===== config.mk =====
export PLATFORM = sky130hd
export DESIGN_NAME = keyword_aware_lexer
export DESIGN_NICKNAME = d
export VERILOG_FILES = /design/src/design/kwal_pkg.sv /design/src/design/kwal_scan.sv /design/src/design/kwal_result_queue.sv /design/src/design/keyword_aware_lexer.sv
export SDC_FILE = /design/constraint.sdc
export NUM_CORES = 1
export LEC_CHECK = 0
export BUFFER_PORTS_ARGS = -buffer_cell sky130_fd_sc_hd__buf_4
export CORE_MARGIN = 2
export CORE_UTILIZATION = 50
export DETAILED_ROUTE_END_ITERATION = 10
export GPL_TIMING_DRIVEN = 0
export HOLD_SLACK_MARGIN = 0.06
export PLACE_DENSITY = 0.75
export SLEW_MARGIN = 15
export SYNTH_ARGS = -nofsm -noshare
export SYNTH_HDL_FRONTEND = slang
export SYNTH_HIERARCHICAL = 1
export SYNTH_SLANG_ARGS = --single-unit

===== constraint.sdc =====
create_clock -name aclk -period 14.53 [get_ports aclk]
set_clock_uncertainty 0.1 [all_clocks]
set_input_delay 0.7265 -clock aclk [delete_from_list [all_inputs] [get_ports aclk]]
set_output_delay 0.7265 -clock aclk [all_outputs]
set_load 0.02 [all_outputs]

===== src/design/kwal_pkg.sv =====
// Package for the keyword-aware lexer: scan modes, token kinds, token record,
// keyword table and character class helpers.
// No dependencies.
`timescale 1ns / 1ps

package kwal_pkg;

    localparam int OFFSET_BITS_DEF = 16;
    localparam int NUM_KW          = 5;
    localparam int QUEUE_DEPTH     = 4;
    localparam logic [15:0] LEN_MAX        = 16'hFFFF;
    localparam logic [4:0]  ALL_CANDIDATES = 5'h1F;

    typedef enum logic [2:0] {
        MODE_IDLE = 3'd0,
        MODE_WORD = 3'd1,
        MODE_NUM  = 3'd2,
        MODE_STR  = 3'd3,
        MODE_EQ   = 3'd4
    } mode_t;

    typedef enum logic [2:0] {
        KIND_KEYWORD = 3'd0,
        KIND_IDENT   = 3'd1,
        KIND_NUMBER  = 3'd2,
        KIND_STRING  = 3'd3,
        KIND_OPER    = 3'd4
    } kind_t;

    typedef struct packed {
        kind_t       kind;
        logic [2:0]  kw_index;
        logic [15:0] start;
        logic [15:0] length;
        logic        last;
    } token_t;

    // if, else, while, int, return; padded with zeros to eight positions
    localparam logic [7:0] KW_TEXT [NUM_KW][8] = '{
        '{"i", "f", 8'h00, 8'h00, 8'h00, 8'h00, 8'h00, 8'h00},
        '{"e", "l", "s", "e", 8'h00, 8'h00, 8'h00, 8'h00},
        '{"w", "h", "i", "l", "e", 8'h00, 8'h00, 8'h00},
        '{"i", "n", "t", 8'h00, 8'h00, 8'h00, 8'h00, 8'h00},
        '{"r", "e", "t", "u", "r", "n", 8'h00, 8'h00}
    };
    localparam logic [2:0] KW_LEN [NUM_KW] = '{3'd2, 3'd4, 3'd5, 3'd3, 3'd6};

    function automatic logic is_letter(input logic [7:0] c);
        return (c inside {["a":"z"], ["A":"Z"]});
    endfunction

    function automatic logic is_digit(input logic [7:0] c);
        return (c inside {["0":"9"]});
    endfunction

    function automatic logic is_space(input logic [7:0] c);
        return (c inside {8'h20, [8'h09:8'h0D]});
    endfunction

    function automatic logic [15:0] sat_inc(input logic [15:0] v);
        return (v == LEN_MAX) ? LEN_MAX : v + 16'd1;
    endfunction

    // keep the candidates whose character at pos equals c
    function automatic logic [4:0] filter_candidates(input logic [4:0]  live,
                                                     input logic [15:0] pos,
                                                     input logic [7:0]  c);
        logic [4:0] keep;
        keep = '0;
        for (int k = 0; k < NUM_KW; k++) begin
            if (live[k] && (pos < 16'(KW_LEN[k])) && (KW_TEXT[k][pos[2:0]] == c)) begin
                keep[k] = 1'b1;
            end
        end
        return keep;
    endfunction

    // index of the first live keyword of the given length; bit 3 flags a hit
    function automatic logic [3:0] keyword_match(input logic [4:0]  live,
                                                 input logic [15:0] len);
        logic [3:0] hit;
        hit = '0;
        for (int k = NUM_KW - 1; k >= 0; k--) begin
            if (live[k] && (16'(KW_LEN[k]) == len)) begin
                hit = {1'b1, 3'(k)};
            end
        end
        return hit;
    endfunction

endpackage


===== src/design/kwal_scan.sv =====
// Scanner core of the keyword-aware lexer: pending-token state and the
// per-character step that yields up to two tokens. Depends on kwal_pkg.
`timescale 1ns / 1ps

module kwal_scan #(
    parameter int OFFSET_BITS = kwal_pkg::OFFSET_BITS_DEF
) (
    input  logic            aclk,
    input  logic            aresetn,
    input  logic            advance,
    input  logic            cmd_end,
    input  logic [7:0]      char_code,
    output kwal_pkg::token_t res0,
    output kwal_pkg::token_t res1,
    output logic [1:0]      res_count
);
    import kwal_pkg::*;

    mode_t                  mode_reg, mode_next;
    logic                   quote_single_reg, quote_single_next;
    logic [OFFSET_BITS-1:0] pstart_reg, pstart_next;
    logic [15:0]            plen_reg, plen_next;
    logic [4:0]             cand_reg, cand_next;
    logic [OFFSET_BITS-1:0] offset_reg, offset_next;

    logic                   flush;
    logic                   op_hit;
    logic                   done;
    logic [15:0]            flush_len;
    logic [3:0]             kw_hit;
    logic [OFFSET_BITS+15:0] pstart_ext;
    logic [OFFSET_BITS+15:0] offset_ext;
    token_t                 flush_tok;
    token_t                 op_tok;

    always_comb begin
        mode_next         = mode_reg;
        quote_single_next = quote_single_reg;
        pstart_next       = pstart_reg;
        plen_next         = plen_reg;
        cand_next         = cand_reg;
        offset_next       = offset_reg;
        flush             = 1'b0;
        op_hit            = 1'b0;
        done              = 1'b0;
        flush_len         = plen_reg;

        if (cmd_end) begin
            flush             = (mode_reg != MODE_IDLE);
            mode_next         = MODE_IDLE;
            quote_single_next = 1'b0;
            pstart_next       = '0;
            plen_next         = '0;
            cand_next         = ALL_CANDIDATES;
            offset_next       = '0;
        end else begin
            case (mode_reg)
                MODE_STR: begin
                    plen_next = sat_inc(plen_reg);
                    flush_len = plen_next;
                    done      = 1'b1;
                    if (char_code == (quote_single_reg ? 8'h27 : 8'h22)) begin
                        flush     = 1'b1;
                        mode_next = MODE_IDLE;
                    end
                end
                MODE_WORD: begin
                    if (is_letter(char_code) || is_digit(char_code) || char_code == "_") begin
                        cand_next = filter_candidates(cand_reg, plen_reg, char_code);
                        plen_next = sat_inc(plen_reg);
                        done      = 1'b1;
                    end else begin
                        flush     = 1'b1;
                        mode_next = MODE_IDLE;
                    end
                end
                MODE_NUM: begin
                    if (is_digit(char_code)) begin
                        plen_next = sat_inc(plen_reg);
                        done      = 1'b1;
                    end else begin
                        flush     = 1'b1;
                        mode_next = MODE_IDLE;
                    end
                end
                MODE_EQ: begin
                    flush     = 1'b1;
                    mode_next = MODE_IDLE;
                    if (char_code == "=") begin
                        flush_len = 16'd2;
                        plen_next = 16'd2;
                        done      = 1'b1;
                    end
                end
                default: begin
                    mode_next = MODE_IDLE;
                end
            endcase

            if (!done && !is_space(char_code)) begin
                if (is_letter(char_code) || char_code == "_") begin
                    mode_next   = MODE_WORD;
                    pstart_next = offset_reg;
                    plen_next   = 16'd1;
                    cand_next   = filter_candidates(ALL_CANDIDATES, 16'd0, char_code);
                end else if (is_digit(char_code)) begin
                    mode_next   = MODE_NUM;
                    pstart_next = offset_reg;
                    plen_next   = 16'd1;
                end else if (char_code == 8'h22 || char_code == 8'h27) begin
                    mode_next         = MODE_STR;
                    quote_single_next = (char_code == 8'h27);
                    pstart_next       = offset_reg;
                    plen_next         = 16'd1;
                end else if (char_code == "=") begin
                    mode_next   = MODE_EQ;
                    pstart_next = offset_reg;
                    plen_next   = 16'd1;
                end else if (char_code inside {"+", "-", "*", "/"}) begin
                    op_hit = 1'b1;
                end
            end
            offset_next = offset_reg + OFFSET_BITS'(1);
        end
    end

    assign pstart_ext = {16'h0000, pstart_reg};
    assign offset_ext = {16'h0000, offset_reg};
    assign kw_hit     = keyword_match(cand_reg, plen_reg);

    always_comb begin
        flush_tok.kw_index = 3'd0;
        flush_tok.start    = pstart_ext[15:0];
        flush_tok.length   = flush_len;
        flush_tok.last     = !op_hit;
        case (mode_reg)
            MODE_WORD: begin
                if (kw_hit[3]) begin
                    flush_tok.kind     = KIND_KEYWORD;
                    flush_tok.kw_index = kw_hit[2:0];
                end else begin
                    flush_tok.kind = KIND_IDENT;
                end
            end
            MODE_NUM: flush_tok.kind = KIND_NUMBER;
            MODE_STR: flush_tok.kind = KIND_STRING;
            default:  flush_tok.kind = KIND_OPER;
        endcase

        op_tok.kind     = KIND_OPER;
        op_tok.kw_index = 3'd0;
        op_tok.start    = offset_ext[15:0];
        op_tok.length   = 16'd1;
        op_tok.last     = 1'b1;
    end

    assign res0      = flush ? flush_tok : op_tok;
    assign res1      = op_tok;
    assign res_count = advance ? (2'(flush) + 2'(op_hit)) : 2'd0;

    always_ff @(posedge aclk) begin
        if (!aresetn) begin
            mode_reg         <= MODE_IDLE;
            quote_single_reg <= 1'b0;
            pstart_reg       <= '0;
            plen_reg         <= '0;
            cand_reg         <= ALL_CANDIDATES;
            offset_reg       <= '0;
        end else if (advance) begin
            mode_reg         <= mode_next;
            quote_single_reg <= quote_single_next;
            pstart_reg       <= pstart_next;
            plen_reg         <= plen_next;
            cand_reg         <= cand_next;
            offset_reg       <= offset_next;
        end
    end

endmodule


===== src/design/kwal_result_queue.sv =====
// Result queue of the keyword-aware lexer: takes up to two tokens a cycle
// and hands out one a cycle while out_ready is high. Depends on kwal_pkg.
`timescale 1ns / 1ps

module kwal_result_queue (
    input  logic             aclk,
    input  logic             aresetn,
    input  kwal_pkg::token_t push0,
    input  kwal_pkg::token_t push1,
    input  logic [1:0]       push_count,
    output logic             room,
    output logic             out_valid,
    input  logic             out_ready,
    output kwal_pkg::token_t out_tok
);
    import kwal_pkg::*;

    localparam int PTR_BITS = $clog2(QUEUE_DEPTH);

    token_t              mem [QUEUE_DEPTH];
    logic [PTR_BITS-1:0] head_reg, head_next;
    logic [PTR_BITS-1:0] tail_reg, tail_next;
    logic [PTR_BITS:0]   count_reg, count_next;
    logic                pop;

    assign out_valid = (count_reg != '0);
    assign out_tok   = mem[head_reg];
    assign pop       = out_valid && out_ready;
    assign room      = (count_reg <= (PTR_BITS + 1)'(QUEUE_DEPTH - 2));

    always_comb begin
        head_next  = head_reg + PTR_BITS'(pop);
        tail_next  = tail_reg + PTR_BITS'(push_count);
        count_next = count_reg + (PTR_BITS + 1)'(push_count) - (PTR_BITS + 1)'(pop);
    end

    always_ff @(posedge aclk) begin
        if (push_count != 2'd0) begin
            mem[tail_reg] <= push0;
        end
        if (push_count == 2'd2) begin
            mem[tail_reg + PTR_BITS'(1)] <= push1;
        end
    end

    always_ff @(posedge aclk) begin
        if (!aresetn) begin
            head_reg  <= '0;
            tail_reg  <= '0;
            count_reg <= '0;
        end else begin
            head_reg  <= head_next;
            tail_reg  <= tail_next;
            count_reg <= count_next;
        end
    end

endmodule


===== src/design/keyword_aware_lexer.sv =====
// Keyword-aware lexer: takes one source character per transaction and
// returns tokens as kind, keyword index, start offset and length. An input
// transaction is taken every cycle while the four-entry result queue has
// room for two tokens; each character is classified in the same cycle it
// is taken, and its tokens are registered into the result queue. A character
// may yield two tokens, so a sustained stream is limited by the one token
// per cycle drained on the result side while m_tready is high. Depends on
// kwal_pkg, kwal_scan and kwal_result_queue.
`timescale 1ns / 1ps

module keyword_aware_lexer #(
    parameter int OFFSET_BITS = kwal_pkg::OFFSET_BITS_DEF
) (
    input  logic        aclk,
    input  logic        aresetn,
    input  logic        s_tvalid,
    output logic        s_tready,
    input  logic [7:0]  s_tdata,   // [7:0] char_code
    input  logic        s_tuser,   // [0] cmd (1 = end of source)
    output logic        m_tvalid,
    input  logic        m_tready,
    output logic [39:0] m_tdata,   // [2:0] keyword_index, [18:3] token_start,
                                   // [34:19] token_length, [39:35] zero
    output logic [2:0]  m_tuser,   // [2:0] token_kind
    output logic        m_tlast    // last_result
);
    import kwal_pkg::*;

    logic       advance;
    logic       room;
    logic [1:0] res_count;
    token_t     res0;
    token_t     res1;
    token_t     out_tok;

    assign s_tready = room;
    assign advance  = s_tvalid && room;

    kwal_scan #(
        .OFFSET_BITS(OFFSET_BITS)
    ) u_scan (
        .aclk      (aclk),
        .aresetn   (aresetn),
        .advance   (advance),
        .cmd_end   (s_tuser),
        .char_code (s_tdata),
        .res0      (res0),
        .res1      (res1),
        .res_count (res_count)
    );

    kwal_result_queue u_queue (
        .aclk       (aclk),
        .aresetn    (aresetn),
        .push0      (res0),
        .push1      (res1),
        .push_count (res_count),
        .room       (room),
        .out_valid  (m_tvalid),
        .out_ready  (m_tready),
        .out_tok    (out_tok)
    );

    assign m_tdata = {5'b00000, out_tok.length, out_tok.start, out_tok.kw_index};
    assign m_tuser = out_tok.kind;
    assign m_tlast = out_tok.last;

endmodule


# Word-level counts from Yosys, hierarchy flattened
# Memory sizes are Yosys's and may differ from the RTL's. A register that Yosys moved wholly into a read port is not among the register bits.
# Cells that the tools add are included.
[classes]
n_addsub = 8
n_mul = 0
div = 0
n_lt_le_gt_ge = 15
eq_ne = 32
n_shift = 0
mux = 93
bitwise_logic = 1
n_reduce_logical = 40
[ops]
columns = ["cell", "count"]
rows = [
  ["16-bit two-way mux", 18],
  ["8-bit two-way mux", 10],
  ["8-bit by 6-bit == test with 1-bit output, second input constant", 8],
  ["16-bit case mux with 4 select lines", 1],
  ["3-bit by 16-bit == test with 1-bit output, first input constant", 3],
  ["8-bit == test", 6],
  ["16-bit by 3-bit < comparator with 1-bit output, second input constant", 3],
  ["39-bit two-way mux", 1],
  ["3-bit two-way mux", 12],
  ["1-bit two-way mux", 34],
  ["16-bit by 1-bit adder with 16-bit output, second input constant", 2],
  ["2-bit by 16-bit == test with 1-bit output, first input constant", 2],
  ["7-bit by 8-bit == test with 1-bit output, first input constant", 4],
  ["16-bit by 2-bit < comparator with 1-bit output, second input constant", 2],
  ["16-bit case mux with 2 select lines", 1],
  ["5-bit two-way mux", 5],
  ["1-bit logical AND", 22],
  ["4-bit two-way mux", 5],
  ["3-bit case mux with 3 select lines", 2],
  ["16-bit == test, second input constant", 1],
  ["8-bit by 7-bit >= comparator with 1-bit output, second input constant", 2],
  ["8-bit by 7-bit less-or-equal comparator with 1-bit output, second input constant", 2],
  ["2-bit nonzero test", 5],
  ["8-bit by 7-bit == test with 1-bit output, second input constant", 1],
  ["27 further kinds", 37],
]
[word_totals]
reg_bits = 64
latchBits = 0
mem_bits_rw = 156
rom_bits = 320
in_bits = 13
word_cells = 204
n_memories = 6
[memory_table]
columns = ["memory", "words", "word_bits", "rd", "rd_clocked_by_memory_dff", "wr", "line_no", "text"]
rows = [
  ["u_queue.mem", 4, 39, 1, 1, 2, "kwal_result_queue.sv:20", "token_t mem [QUEUE_DEPTH];"],
  ["(no name shown)", 8, 8, 1, 0, 0, "kwal_pkg.sv:71", "if (live[k] && (pos < 16'(KW_LEN[k])) && (KW_TEXT[k][pos[2:0]] == c)) begin"],
  ["(no name shown)", 8, 8, 1, 0, 0, "kwal_pkg.sv:71", ""],
  ["(no name shown)", 8, 8, 1, 0, 0, "kwal_pkg.sv:71", ""],
  ["(no name shown)", 8, 8, 1, 0, 0, "kwal_pkg.sv:71", ""],
  ["(no name shown)", 8, 8, 1, 0, 0, "kwal_pkg.sv:71", ""],
]

# Logic depth before layout (Yosys ltp)
# Gate-level depths: netlist (run 1).
[logic_depth]
word_depth = 17
mapped_depth = 18
depth_no_buf = 14

# Modules after synthesis
# The synthesis (run 1) kept the hierarchy.
[modules_own_cells]
columns = ["module", "n_inst", "cells_per_inst", "area_per_inst_um2"]
rows = [
  ["kwal_result_queue", 1, 421, 7990.2],
  ["kwal_scan", 1, 595, 4463.0],
  ["keyword_aware_lexer", 1, 7, 47.5],
]

# Worst setup path before layout (run 1)
# No wires, ideal clock.
[synth_timing]
kind = "input to register"
from = "input port s_tdata[4]"
to = "memory u_queue/mem[0][0] (netlist name), enable pin"
arrival_time_ns = 5.957
required_ns = 13.941
path_slack_ns = 7.984
cell_stages = 13
path_buffers = 4
path_cell_list = "buf_2 -> and4bb_2 -> and2_1 -> clkbuf_1 -> o21ai_0 -> a211oi_2 -> buf_2 -> buf_2 -> inv_1 -> ha_1 -> and2_1 -> o21bai_1 -> o21ai_0"
[synth_rtl]
columns = ["element", "line_no", "text"]
rows = [
  ["from (decl)", "keyword_aware_lexer.sv:18", "input logic [7:0] s_tdata,"],
  ["to (decl)", "kwal_result_queue.sv:20", ""],
]

==> out/metrics.cfg, run 1 <==
[clocking]
cts_resized=0
postCtsSetupRepairBufs=0
cts_tree=built
cts_sinks=220
cts_buffer_depth=3
cts_root_buf=clkbuf_16
path_clk_slew_ns=0.06
hold_buffers=0
htree_levels=1
clock_latency_ns=0.50
numCtsBuffers=23

[timing]
holdWs_ns=0.365
slew_headroom_pct=16.5
rsz0062_at_grt=false
period_needed_ns=5.05
final.period_utilization_pct=34.7
drv_slew=0
max_freq_mhz=198
tightest_slew_ns=1.23
fin_setup_tns_ns=0
setup_viol=0
hold_viol=0

[final_layout]
regMostFlops=u_queue/mem
area_growth_pct=14.4
largest_reg_flops=156
nets=1156
drive_gt1_share_pct=33.7
fillCellCount=1930
regArea_sq_mm=0.00597
multiInputGateArea_sq_mm=0.00605
n_antenna_cell=0

[worst_setup_path]
crit_slowest_cell=a211oi_2
criticalPathCategory=in -> reg
cp_slowest_stage_delay_ns=0.59
critPathBufInv=7
startpoint_type=primary input
worstPathRequired_ns=14.63
crit_fanout=22
worstPathArrival_ns=5.15
cp_top_family=buffers and inverters
crit_path_end_kind=flop
crit_chain=buf_4 > o21ai_0 > and2_1 > clkbuf_1 > o21ai_0 > a211oi_2 > buf_2 > buf_2 > inv_1 > ha_1 > and2_1 > and4bb_1 > buf_2 > o21bai_4 > buf_12
cp_common_cell=buf_2

[global_route]
grt_pass1_vias=8451
grt_antenna_before_repair=0
grt.total_usage_pct=22.5
grt_pass1_wl_mm=46.8
grt_max_degree=26
grt_overflow=0

[power_and_ir_drop]
p_switching_mw=0.439
p_leak_nw=5.10
p_clk_share_pct=35.9
pwr-share-comb_pct=22.1
power_density_mw_per_mm2=114
power_frac_seq_pct=42.0
switching_share_pct=26.9
vdd_drop_max_v=0.0000822
power.internal_mw=1.19

[floorplanning]
die_area_sq_mm=0.0263
die_h_um=162
core.rowCount=57
core-area_sq_mm=0.0245
ios=59
die_x_um=162
initial_core_util_pct=51.1

[synth]
seq_area_frac_synth_pct=47.7
yosysWarningCount=6
synth_area_sq_mm=0.0125
synthDistinctLibCells=88
synth-seq-cells=220
syn_area_per_cell_sq_um=12.2
synth-main-ff-cell=edfxtp_1
async_reset_ff_share_pct=0
synth_cells=1023
synth_edf_count=156

[outcome]
outcome=finished clean

[drt]
first_iter_violations=962
drc=0
drt-pass1-iter-count=5
drt-total-wl_mm=29.8
via_count=8772
wire_per_inst_um=20.3
viasPerCell=5.97
antenna_left=0

[place]
portBuffers=51
gp_congestion=0.914
hpwl_mm=20.5

[run]
cap_violations=0

[min_path]
hold_class=reg -> reg

final timing paths:
path | start | to | slack, ns | cells past startpoint
max | s_tdata[1] | u_queue/mem[2][23] | 9.48 | 15
min | u_scan/cand_reg[3] | u_scan/cand_reg[3] | 0.37 | 2
max reg2reg | u_scan/mode_reg[2] | u_queue/mem[2][23] | 9.83 | 14
min reg2reg | u_scan/cand_reg[3] | u_scan/cand_reg[3] | 0.37 | 2
Yosys cell counts (all sizes together), types with 5 or more instances:
| cell type | count | share of area [%] |
|---|---|---|
| mux4 | 39 | 7.0 |
| nand2b | 10 | 0.50 |
| nand3 | 29 | 1.2 |
| xnor2 | 9 | 0.63 |
| clkbuf | 27 | 0.82 |
| nor3 | 19 | 0.76 |
| inv | 15 | 0.45 |
| a21oi | 38 | 1.6 |
| ha | 12 | 1.2 |
| dfxtp | 64 | 10 |
| xor2 | 15 | 1.1 |
| a31oi | 11 | 0.60 |
| and2 | 11 | 0.55 |
| a22o | 18 | 1.3 |
| nor2b | 14 | 0.70 |
| mux2 | 172 | 16 |
| edfxtp | 156 | 37 |
| buf | 68 | 3.6 |
| a211oi | 5 | 0.34 |
| or3 | 7 | 0.35 |
| mux2i | 5 | 0.40 |
| a22oi | 5 | 0.30 |
| nor2 | 63 | 2.0 |
| nand2 | 54 | 1.6 |
| and3 | 14 | 0.70 |
| nor4 | 8 | 0.57 |
| o21ai | 50 | 2.0 |
| nand4 | 10 | 0.50 |
metrics by stage:
stage | area (sq um) | instances | power (mW) | worst slack (ns) | util (%)
6_report | 14300 | 1470 | 1.63 | 9.48 | 58.4
3_5_place_dp | 13600 | 1429 | 1.06 | 9.04 | 55.4
2_1_floorplan | 12600 | 1048 | 0.939 | 7.98 | -
5_1_grt | 14300 | 1470 | 1.69 | 9.29 | 58.4
3_3_place_gp | 13400 | 1423 | 1.06 | 5.07 | 54.7
4_1_cts | 14300 | 1470 | 1.64 | 9.55 | 58.4
per-layer routing:
| layer | global-route usage, % | part of all wire, % | up-vias |
|---|---|---|---|
| met5 | 0 | 0 | - |
| met4 | 6.80 | 2.7 | 0 |
| met1 | 31.4 | 44 | 4306 |
| met3 | 2.96 | 6.3 | 63 |
| li1 | - | - | 4095 |
| met2 | 36.8 | 47 | 308 |
area by class of cell:
class / instances / area share (%)
clock buffers: 29 / 4.25
well taps: 324 / 2.84
repair buffers: 57 / 3.64
flip-flops and latches: 220 / 41.7
plain buffers: 95 / 3.90
inverters: 15 / 0.394
multi-input cells: 718 / 42.3
clock inverters: 12 / 0.902
worst reg2reg max path: cells and delay by family (launching register included):
family / cells / cell delay (ns)
DFF: 1 / 0.36
AOI/OAI and AO/OA: 2 / 0.94
adders and majority gates: 1 / 0.29
buffers and inverters: 6 / 1.69
and+or+nand+nor: 5 / 1.02
power groups by stage:
stage	Combinational (mW)	Clock [mW]	Sequential [mW]
floorplan	0.244	0	0.695
global placement	0.358	0	0.698
detailed placement	0.361	0	0.698
CTS	0.363	0.591	0.684
global route	0.384	0.616	0.686
finish	0.360	0.584	0.684
placed cells by master (no fill, tap or decap), drive strengths merged, types with 4 or more instances in the layout:
| cell type | count |
|---|---|
| a211oi | 5 |
| a21o | 4 |
| a21oi | 38 |
| a221o | 4 |
| a22o | 18 |
| a22oi | 5 |
| a31oi | 11 |
| a32o | 4 |
| a32oi | 4 |
| and2 | 11 |
| and3 | 14 |
| and4 | 4 |
| buf | 125 |
| clkbuf | 56 |
| clkinv | 8 |
| conb | 28 |
| dfxtp | 64 |
| edfxtp | 156 |
| ha | 12 |
| inv | 15 |
| mux2 | 172 |
| mux2i | 5 |
| mux4 | 39 |
| nand2 | 54 |
| nand2b | 10 |
| nand3 | 29 |
| nand4 | 10 |
| nor2 | 63 |
| nor2b | 14 |
| nor3 | 19 |
| nor4 | 8 |
| o21ai | 50 |
| o31ai | 4 |
| or3 | 7 |
| xnor2 | 9 |
| xor2 | 15 |
cell families after synthesis:
family                     after synthesis  share of synthesized area (%)
and+or+nand+nor                        264                           11.4
DFF                                    220                           47.7
muxes                                  216                           23.2
AOI/OAI and AO/OA                      171                           9.28
buffers and inverters                  110                           4.91
xor gates and xnor gates                26                           2.04
adders and majority gates               13                           1.36
other                                    3                         0.0901
Power figures use the tool's default switching activity.
==> run 2, diff against run 1 <==
- ABC_AREA: unset -> 1
- PLACE_DENSITY: 0.75 -> 0.78
- clock period: 14.53 -> 4.2 ns (I/O delays scaled with it)
==> out/metrics.cfg, run 2 <==
[timing]
hold_viol=0  ; unchanged
max_freq_mhz=250
slew_headroom_pct=48.5  ; +32 points
holdWs_ns=0.139  ; -0.226 ns
final.period_utilization_pct=95.1
setup_viol=0  ; unchanged
period_needed_ns=3.99
drv_slew=0  ; unchanged
tightest_slew_ns=0.770  ; -0.465 ns

[worst_setup_path]
crit_slowest_cell=o31ai_4
crit_chain=dlygate4sd3_1 > buf_4 > inv_1 > nand2_1 > nor2_1 > nand2_1 > nand3_1 > nand2_2 > inv_2 > nand4_1 > nand2_1 > buf_4 > inv_2 > ha_1 > nand2_1 > inv_1 > nor2_1 > o31ai_4 > buf_8 > buf_8
crit_path_end_kind=flop
worstPathArrival_ns=4.11  ; -1.04 ns
cp_common_cell=nand2_1
rrSetupSlack_ns=0.24  ; -9.59 ns
crit_fanout=12  ; -45%
worstPathRequired_ns=4.32  ; -10.31 ns
cp_slowest_stage_delay_ns=0.60  ; about the same
criticalPathCategory=in -> reg
startpoint_type=primary input

[place]
hpwl_mm=26.4  ; +29%
place_area_sq_mm=0.0139  ; +2.8%
portBuffers=51  ; unchanged
gp_congestion=0.928  ; +1.5%
dp.cells=2094  ; +47%

[final_layout]
area_growth_pct=15.5
n_antenna_cell=0  ; unchanged
nets=1823  ; +58%
fillCellCount=2151  ; +11%
fin_area_sq_mm=0.0148  ; +3.5%
regArea_sq_mm=0.00597  ; unchanged
multiInputGateArea_sq_mm=0.00575  ; -5.0%
layout_common_cells=nand2_1 (394), o21ai_0 (260), nor2_1 (204), edfxtp_1 (156), inv_1 (143)
regMostFlops=u_queue/mem
finalNonFillerCells=2144  ; +46%
largest_reg_flops=156  ; unchanged
layout_commonest_cell=nand2_1
drive_gt1_share_pct=11.3  ; -22 points

[floorplanning]
die_h_um=164  ; +1.2%
core-area_sq_mm=0.0252  ; +2.9%
die_x_um=164  ; +1.2%
initial_core_util_pct=50.9  ; -0.24 points
ios=59  ; unchanged
die_area_sq_mm=0.0269  ; +2.4%
core.rowCount=58  ; +1.8%

[synth]
synth-main-ff-cell=edfxtp_1
yosysWarningCount=6  ; unchanged
synth_top_family_by_area=simple AND/OR/NAND/NOR gates
synth-seq-cells=220  ; unchanged
async_reset_ff_share_pct=0  ; unchanged
yosys.area_share.xor_xnor_pct=1.16  ; -0.88 points
synth.area.mux_share_pct=0  ; -23 points
yosysMostFrequentCell=nand2_1
synth_compound_area_share_pct=18.1  ; +8.8 points
syn_area_per_cell_sq_um=7.64  ; -37%
synthDistinctLibCells=44  ; -50%
synth_area_leaders=edfxtp_1 (37%), nand2_1 (12%), o21ai_0 (10%)
synth_commonest_cells=nand2_1 (394), o21ai_0 (260), nor2_1 (204)
synth_edf_count=156  ; unchanged
synth_cells=1676  ; +64%
synthSimpleGateAreaFrac_pct=23.0  ; +12 points
synth-adder-area-share_pct=1.33  ; -0.033 points
seq_area_frac_synth_pct=46.6  ; -1.1 points
synth_area_leader_cell=edfxtp_1
synth_area_sq_mm=0.0128  ; +2.5%
synth_top_area_share_pct=36.6  ; -0.90 points

[drt]
wire_per_inst_um=17.5  ; -14%
drt-total-wl_mm=37.5  ; +26%
first_iter_violations=1544  ; +60%
antenna_left=0  ; unchanged
drc=0  ; unchanged
viasPerCell=5.74  ; -3.8%
via_count=12300  ; +40%
drt-pass1-iter-count=6  ; +1

[global_route]
grt_antenna_before_repair=0  ; unchanged
grt_pass1_vias=11300  ; +33%
grt.total_usage_pct=27.4  ; +4.9 points
grt_overflow=0  ; unchanged
grt_max_degree=15  ; -42%
grt_pass1_wl_mm=57.8  ; +23%

[power_and_ir_drop]
p_leak_nw=5.47  ; +7.3%
p_switching_mw=1.86  ; +320%
power_frac_seq_pct=40.4  ; -1.6 points
power_density_mw_per_mm2=403  ; +250%
pwr-share-comb_pct=24.0  ; +1.9 points
power.internal_mw=4.10  ; +240%
switching_share_pct=31.2  ; +4.2 points
vdd_drop_max_v=0.000341  ; +320%
p_clk_share_pct=35.5  ; -0.4 points

[clocking]
clock_latency_ns=0.52  ; +0.02 ns
cts_tree=built
numCtsBuffers=23  ; unchanged
path_clk_slew_ns=0.06  ; about the same
cts_sinks=220  ; unchanged
htree_levels=1  ; unchanged
cts_root_buf=clkbuf_16
cts_buffer_depth=3  ; unchanged

[min_path]
hold_class=in -> reg

[run]
cap_violations=0  ; unchanged

[outcome]
outcome=finished clean

## run 2: timing repair
action | CTS | global route
gates resized for setup | 0 | 1
hold endpoints to repair | 15 | 0
buffers inserted | 0 | 4
hold buffers | 4 | 0
endpoints found under the setup margin | 0 | 22
## run 2: area by class of cell
cell class              count  area share, %
clock buffers              26           3.97
repair buffers             71           4.40
clock inverters            16           1.29
well taps                 330           2.79
multi-input cells        1209           38.8
plain buffers             120           4.56
flip-flops and latches    220           40.3
inverters                 152           3.86
## run 2: path summary, 6_finish.rpt
path                   startpoint                    to  depth (start not counted)
max                    s_tdata[7]    u_queue/mem[0][15]                         20
max reg2reg    u_scan/mode_reg[0]    u_queue/mem[2][10]                         21
min reg2reg  u_scan/pstart_reg[7]  u_scan/pstart_reg[7]                          2
min                    s_tdata[4]    u_scan/cand_reg[4]                          5
## run 2: through the flow
step	worst slack (ns)	TNS (ns)	utilization (%)	total power, mW
6_report	0.206	0	58.8	5.96
4_1_cts	0.163	0	58.6	5.95
5_1_grt	-0.00658	-0.0260	58.8	6.16
3_5_place_dp	0.0361	0	55.4	3.85
2_1_floorplan	-0.198	-30.82	-	3.29
3_3_place_gp	-2.00	-301.10	54.5	3.81
## run 2: power by group through the flow
| stage | Sequential, mW | Combinational [mW] | Clock (mW) |
|---|---|---|---|
| after floorplan | 2.44 | 0.853 | 0 |
| after global placement | 2.46 | 1.36 | 0 |
| after detailed placement | 2.45 | 1.40 | 0 |
| after CTS | 2.41 | 1.41 | 2.13 |
| after global routing | 2.41 | 1.53 | 2.21 |
| final | 2.41 | 1.43 | 2.12 |
## run 2: worst max-delay path: cells and delay by family
kind	cells	cell delay, ns
adders and majority gates	1	0.29
and+or+nand+nor	9	1.21
buffers and inverters	9	1.78
AOI/OAI and AO/OA	1	0.60
## run 2: cell families after synthesis
group | Yosys count
fa+ha+maj | 13
flops | 220
xor+xnor | 17
compound gates | 436
buf+inv | 272
simple gates | 715
other cells | 3
## run 2: metal layers
metal | track usage (%) | part of all wire, % | up-vias
met5 | 0 | 0 | -
met4 | 10.2 | 2.6 | 0
met3 | 3.31 | 10 | 93
met2 | 46.1 | 48 | 717
met1 | 36.4 | 40 | 5681
li1 | - | - | 5814
==> run 3, diff against run 2 <==
- CTS_BUF_LIST: unset -> sky130_fd_sc_hd__clkbuf_4 sky130_fd_sc_hd__clkbuf_8
==> out/metrics.cfg, run 3 (synthesis gave the netlist of run 2 again) <==
[drt]
drt-pass1-iter-count=6  ; unchanged
drc=0  ; unchanged
wire_per_inst_um=17.2  ; -1.6%
viasPerCell=5.63  ; -1.9%
first_iter_violations=1552  ; +0.52%
via_count=12200  ; -0.73%
drt-total-wl_mm=37.3  ; -0.40%
antenna_left=0  ; unchanged

[worst_setup_path]
crit_fanout=12  ; unchanged
timing.rr.end=u_queue/mem[0][22]
reg2reg_depth=20  ; -4.8%
worstPathRequired_ns=4.33  ; about the same
rrSetupSlack_ns=0.28  ; +0.04 ns
crit_path_end_kind=flop
startpoint_type=primary input
r2r_start=u_scan/mode_reg[0]
worstPathArrival_ns=4.10  ; about the same
criticalPathCategory=in -> reg

[clocking]
clock_latency_ns=0.54  ; +0.02 ns
cts_root_buf=clkbuf_8
cts_sinks=220  ; unchanged
cts_buffer_depth=3  ; unchanged
path_clk_slew_ns=0.07  ; about the same
numCtsBuffers=37  ; +61%
htree_levels=2  ; +1
cts_tree=built

[power_and_ir_drop]
vdd_drop_max_v=0.000265  ; -22%
pwr-share-comb_pct=24.4  ; +0.4 points
power.internal_mw=3.96  ; -3.5%
p_leak_nw=5.48  ; +0.21%
p_switching_mw=1.88  ; +1.1%
p_clk_share_pct=34.3  ; -1.2 points
power_frac_seq_pct=41.3  ; +0.9 points
power_density_mw_per_mm2=395  ; -1.9%
switching_share_pct=32.2  ; +1.0 points

[global_route]
grt_antenna_before_repair=0  ; unchanged
grt_max_degree=15  ; unchanged
grt_pass1_wl_mm=57.6  ; -0.36%
use_met1_pct=36.6  ; +0.18 points
grt.total_usage_pct=27.4  ; -0.046 points
busiest_layer=met2
grt_pass1_vias=11200  ; -0.78%
grt_use_met2_pct=45.7  ; -0.42 points
grt_overflow=0  ; unchanged
grt_util_met3_pct=3.74  ; +0.43 points

[floorplanning]
core.rowCount=58  ; unchanged
ios=59  ; unchanged
core-area_sq_mm=0.0252  ; unchanged
initial_core_util_pct=50.9  ; unchanged
die_x_um=164  ; unchanged
die_area_sq_mm=0.0269  ; unchanged
die_h_um=164  ; unchanged

[final_layout]
fin_area_sq_mm=0.0148  ; -0.14%
largest_reg_flops=156  ; unchanged
regMostFlops=u_queue/mem
finalCoreUtilization_pct=58.7  ; -0.080 points
n_antenna_cell=0  ; unchanged
nets=1837  ; +0.77%
drive_gt1_share_pct=12.2  ; +0.87 points
area_growth_pct=15.4
layout_commonest_cell=nand2_1
layout_common_cells=nand2_1 (394), o21ai_0 (260), nor2_1 (204), edfxtp_1 (156), inv_1 (143)

[min_path]
hold_class=in -> reg
hold_end=u_scan/cand_reg[4]
min-delay-start=s_tdata[4]
hold_depth=5  ; unchanged

[timing]
tightest_slew_ns=0.768  ; -0.00178 ns
rsz0062_at_grt=false
period_needed_ns=3.98  ; -0.0179 ns
hold_viol=0  ; unchanged
setup_viol=0  ; unchanged
drv_slew=0  ; unchanged
slew_headroom_pct=48.2  ; -0.23 points
max_freq_mhz=252  ; +0.45%
final.period_utilization_pct=94.7  ; -0.43 points

[place]
portBuffers=51  ; unchanged
hpwl_mm=26.4  ; unchanged
gp_congestion=0.928  ; unchanged
place_area_sq_mm=0.0139  ; unchanged

[outcome]
outcome=finished clean

[run]
cap_violations=0  ; unchanged

[run 3: layout make-up]
type / count / area, sq um
plain buffers: 120 / 674
clock buffers: 45 / 588
clock inverters: 23 / 183
fillers: 2182 / 10400
inverters: 152 / 571
multi-input cells: 1209 / 5750
flip-flops and latches: 220 / 5970
well taps: 330 / 413
repair buffers: 71 / 638
[run 3: per-stage QoR]
stage | TNS, ns | total power [mW] | instances | hold slack [ns] | worst slack [ns]
floorplan | -30.82 | 3.29 | 1701 | 0.203 | -0.198
global placement | -301.10 | 3.81 | 2082 | 0.347 | -2.00
detailed placement | 0 | 3.85 | 2094 | 0.349 | 0.0361
global route | 0 | 6.04 | 2170 | 0.149 | 0.00864
CTS | 0 | 5.83 | 2166 | 0.0847 | 0.188
finish | 0 | 5.84 | 2170 | 0.122 | 0.224
[run 3: critical path: stages]
cell,delay (ns)
dlygate4sd3_1,0.54
buf_4,0.16
inv_1,0.06
nand2_1,0.05
nor2_1,0.21
nand2_1,0.15
nand3_1,0.12
nand2_2,0.16
inv_2,0.10
nand4_1,0.10
nand2_1,0.14
buf_4,0.19
inv_2,0.09
ha_1,0.29
nand2_1,0.05
inv_1,0.23
nor2_1,0.23
o31ai_4,0.60
buf_8,0.24
buf_8,0.17
[run 3: routing by layer]
layer / share of wire [%] / wire length (um)
met5: 0 / 0
met4: 2.5 / 942
met3: 9.1 / 3410
met2: 48 / 17800
met1: 41 / 15200
[run 3: repair_timing]
item,in CTS,in global routing
endpoints found under the hold margin,16,0
resized for setup,0,2
hold buffers,4,0
buffers inserted,0,4
endpoints found under the setup margin,0,22
[run 3: power groups by stage]
stage	sequential (mW)	clock, mW	combinational (mW)
finish	2.41	2.00	1.42
global route	2.41	2.11	1.52
CTS	2.41	2.02	1.41
detailed placement	2.45	0	1.40
global placement	2.46	0	1.36
floorplan	2.44	0	0.853
[run 3: how the worst max path moves through the flow]
| stage | cells after the start | start | slack (ns) | endpoint |
|---|---|---|---|---|
| after floorplan | 18 | s_tdata[2] | -0.20 | u_queue/mem[0][0] |
| after global placement | 19 | s_tdata[3] | -2.00 | u_queue/mem[3][4] |
| after detailed placement | 21 | s_tdata[3] | 0.04 | u_queue/mem[3][21] |
| after CTS | 20 | s_tdata[7] | 0.19 | u_queue/mem[3][17] |
| after global routing | 21 | u_scan/mode_reg[0] | 0.009 | u_queue/mem[0][17] |
| final | 20 | s_tdata[7] | 0.22 | u_queue/mem[0][22] |
